### src/hw/rtl/wcht_ram.sv
`timescale 1ns / 1ps
`default_nettype none
// ----------------------------------------------------------------------------
// wcht_ram
// ram with one write port and one registered read port
// ----------------------------------------------------------------------------
module wcht_ram #(
    parameter int WIDTH = 8,
    parameter int DEPTH = 32
) (
    input  wire logic                     clk,
    input  wire logic                     we,
    input  wire logic [$clog2(DEPTH)-1:0] waddr,
    input  wire logic [WIDTH-1:0]         wdata,
    input  wire logic [$clog2(DEPTH)-1:0] raddr,
    output logic      [WIDTH-1:0]         rdata
);
    logic [WIDTH-1:0] mem [DEPTH];

    always_ff @(posedge clk)
    begin
        if (we)
        begin
            mem[waddr] <= wdata;
        end
        rdata <= mem[raddr];
    end
endmodule : wcht_ram
`default_nettype wire
### config.mk
export PLATFORM = sky130hd
export DESIGN_NAME = wcht_ram
export DESIGN_NICKNAME = d
export VERILOG_FILES = /design/src/hw/rtl/wcht_ram.sv
export SDC_FILE = /design/constraint.sdc
export NUM_CORES = 1
export LEC_CHECK = 0
export BUFFER_PORTS_ARGS = -buffer_cell sky130_fd_sc_hd__buf_4
export CAP_MARGIN = 20
export CELL_PAD_IN_SITES_DETAIL_PLACEMENT = 1
export CELL_PAD_IN_SITES_GLOBAL_PLACEMENT = 1
export CORE_MARGIN = 4
export CORE_UTILIZATION = 50
export CTS_BUF_LIST = sky130_fd_sc_hd__clkbuf_16
export CTS_CLUSTER_DIAMETER = 50
export DETAILED_ROUTE_END_ITERATION = 16
export GPL_TIMING_DRIVEN = 0
export PLACE_DENSITY = 0.74
export SYNTH_ARGS = -nofsm -noshare
export SYNTH_HDL_FRONTEND = slang
export SYNTH_SLANG_ARGS = --single-unit
### constraint.sdc
create_clock -name clk -period 2.4 [get_ports clk]
set_input_delay 0.24 -clock clk [delete_from_list [all_inputs] [get_ports clk]]
set_output_delay 0.24 -clock clk [all_outputs]
set_load 0.01 [all_outputs]
Word-level counts from Yosys, hierarchy flattened
Memories as Yosys holds them, arrays and structs flattened. A register that Yosys moved wholly into a read port is not among the register bits.
Cells that the tools add are included.
{"block": "word_totals", "mem_count": 1, "mem_bits_rw": 256, "input_bits": 20, "out_inout_bits": 8, "ff_bits": 0, "word_cells": 3}
{"block": "classes", "n_mux": 2}
{"name": "mem", "depth": 32, "word_bits": 8, "read_ports": 1, "rd_clocked_by_memory_dff": 1, "wr": 1, "line_no": "18", "source": "logic [WIDTH-1:0] mem [DEPTH];"}
{"operator": "1-bit two-way mux", "n": 2}

Depth between registers and ports, before layout
{"block": "logic_depth", "word_depth": 2, "mapped_depth": 5, "depth_no_buf": 3}

Worst setup path before layout
OpenSTA, ideal clock, no wires.
{"block": "synth_timing", "path_type": "input to register", "startpoint": "input port raddr[2]", "endpoint": "register rdata[0] (read register of mem)", "required_time_ps": 2279, "path_slack_ps": 358, "setup_time_ps": 121, "n_path_buf": 2, "t_arrival_ps": 1922, "path_stages": 5, "path_cell_list": "clkbuf_1 clkbuf_1 mux4_2 mux4_2 mux2_2"}
{"element": "start: declaration", "line_no": "15", "source": "input wire logic [$clog2(DEPTH)-1:0] raddr,"}
{"element": "end: declaration", "line_no": "16", "source": "output logic [WIDTH-1:0] rdata"}

==> summary.md <==
| Metric | Value |
|---|---|
| Max IR drop VDD | `0.000601 V` |
| Core Region | `a little under 20,000 um2` |
| Post-CTS setup buffers | `0` |
| Layout cell share with drive strength beyond 1 | `32.4%` |
| Hpwl dp | `around 14,000 um` |
| TritonCTS Buffers | `28` |
| Pin count of the biggest net entering global routing | `33` |
| Syn avg cell area | `between 20 and 25 um2` |
| Status | `finished, final reports clean` |
| Vias/cell | `5.97` |
| Initial antenna violation count | `0` |
| Pre-Repair DR Iteration Count | `5` |
| Pwr Density | `833 nW/um2` |
| Distinct cells, synth | `15` |
| R2R setup slack | `0.57 ns` |
| Kind of critical path | `input pin to flip-flop` |
| Hold_buf cts | `0` |
| Antenna Cells | `0` |
| Worst rel slew slack | `28.7%` |
| Data required, critical path | `approximately 2.8 ns` |
| Clock Latency Late Sink | `between 0.5 and 0.6 ns` |
| Routed wl met2 | `around 10,000 um` |
| Hold Startpoint | `wdata[5]` |
| # resized after CTS | `0` |
| Initial Util | `between 50% and 60%` |
| Max H-tree Level | `1` |
| FF+latch count, synth | `264` |
| Hold Crit Class | `input pin to flip-flop` |
| All-Layer GR Usage | `between 10% and 20%` |
| Synth Warn # | `0` |
| Clock slew at reported path FFs | `0.05 ns` |
| Post-synthesis cell count | `417` |
| Crit path max fanout | `10` |
| Die ar. | `22,400 um2` |
| Crit-path cells | `clkbuf_1 -> buf_1 -> mux4_2 -> mux4_2 -> mux2_2` |
| Leakage | `~3.5 nW` |
| CTS Sinks | `~260` |
| Critical Path AT | `2.64 ns` |
| Max-cap viol count | `0` |
| Final Worst Setup Slack | `0.164 ns` |
| Slew at the pin closest to its max-slew limit | `roughly 1.1 ns` |
| Skew final | `0.0104 ns` |
| RSZ-0062 raised after global routing | `no` |
| Synthesized Nets | `around 440` |
| Antenna Nets Post-Route | `0` |
| Final worst path period share | `93.2%` |
| Max Freq | `about 450 MHz` |
| Per-cell routed wire length | `28.2 um` |
| Vias in the first global route | `just under 5,000` |
| R2R Path End | `rdata[4]` |
| Sequential area share after synthesis | `between 70% and 80%` |
| Clock tree from TritonCTS | `done` |
| Root Driver | `clkbuf_16` |
| Input/output buffers | `22` |
| P&R area growth vs syn | `13.0%` |
| Final setup violation count | `0` |
| Max clock buf depth | `3` |
| Commonest non-fill, non-tap cell in the layout | `edfxtp_1` |
| Synthesized area | `10,100 um2` |
| Crit end category | `flip-flop` |
| Slowest Stage Delay on Critical Path | `0.63 ns` |
| Final WL | `21,100 um` |
| Element type at the critical path start | `input pin` |
| DRT iter0 DRCs | `about 390` |
| Top Metal Used | `met4` |
| Power Total | `9.47 mW` |
| Dpl ws | `-0.421 ns` |
| Row count | `51` |
| Grt ovf | `0` |
| Worst hold path depth | `1` |
| R2r startpoint | `mem[26][4]` |
| Final hold violation count | `0` |
| Nets | `roughly 500` |
| Largest delay contributor family on the critical path | `multiplexers` |
| Setup_tns | `0 ns` |
| Ports | `28` |
| Worst R2R Path Depth | `3` |
| Most frequent cells in the layout | `edfxtp_1 (256), mux4_2 (80), nor2_1 (33), clkbuf_16 (29), buf_4 (28)` |
| GPL Wtd Cong | `roughly 0.76` |
| DRC viols | `0` |
| First-pass GRT wire length | `32,200 um` |
| Die H | `150 um` |
| Crit-path most repeated cell | `mux4_2` |
| Max Slew Vio Count | `0` |
| WP buf/inv | `2` |
| Crit-path slowest cell | `buf_1` |
| Metal3 WL | `1160 um` |
| Final min period | `~2.2 ns` |
| Via count | `between 4,000 and 5,000` |
| M1 wire length | `9220 um` |
| Die width | `150 um` |
| Hold EP | `mem[21][5]` |
## sequential cells by signal (all words and copies together), names as in the netlist
signal	flops
mem	256
rdata	8
## cells in the mapped netlist, drive strengths merged
cell type / count / area [um2]
mux4: 80 / 1800
nand2: 1 / 3.75
or3: 1 / 6.26
or3b: 3 / 26.3
buf: 14 / 83.8
edfxtp: 256 / 7690
clkbuf: 6 / 22.5
dfxtp: 8 / 160
nand3: 2 / 10.0
nor2: 33 / 124
nand3b: 5 / 37.5
mux2: 8 / 90.1
## layer usage
layer	GRT usage, %	vias to the layer above
li1	-	1878
met1	30.1	2427
met2	32.2	147
met3	2.63	26
met4	3.61	0
met5	0	-
## power breakdown
group	internal [mW]	total [mW]	switching [mW]
registers	5.13	5.15	0.0183
logic	0.226	0.511	0.285
clock network	2.16	3.81	1.65
total	7.52	9.47	1.95
## how the worst max path moves through the flow
stage	slack, ns	start	cells after the start	end
6_report	0.16	raddr[2]	5	rdata[3]
5_1_grt	0.09	raddr[2]	5	rdata[4]
4_1_cts	0.12	raddr[2]	5	rdata[6]
3_5_place_dp	-0.42	raddr[2]	5	rdata[6]
3_3_place_gp	-0.39	raddr[2]	5	rdata[2]
2_1_floorplan	0.36	raddr[2]	5	rdata[0]
## cell families after synthesis
| group | after synthesis | share of synthesized area, % |
|---|---|---|
| buf+inv | 20 | 1.06 |
| flops | 264 | 78.1 |
| mux | 88 | 18.8 |
| simple gates | 45 | 2.07 |
## layout make-up
cell class	count	area, um2
fillers	1642	8230
flip-flops and latches	264	7850
multi-input cells	133	2100
clock buffers	29	726
well taps	265	332
repair buffers	22	165
plain buffers	20	106
clock inverters	17	87.6
## metrics by stage
stage	utilization, %	instance area (um2)	hold WS (ns)	cells
finish	58.0	11400	0.148	750
global route	58.0	11400	0.137	750
CTS	58.0	11400	0.127	750
detailed placement	53.9	10600	0.634	704
global placement	53.9	10600	0.635	704
floorplan	-	10100	0.339	417
Power figures use the tool's default switching activity.
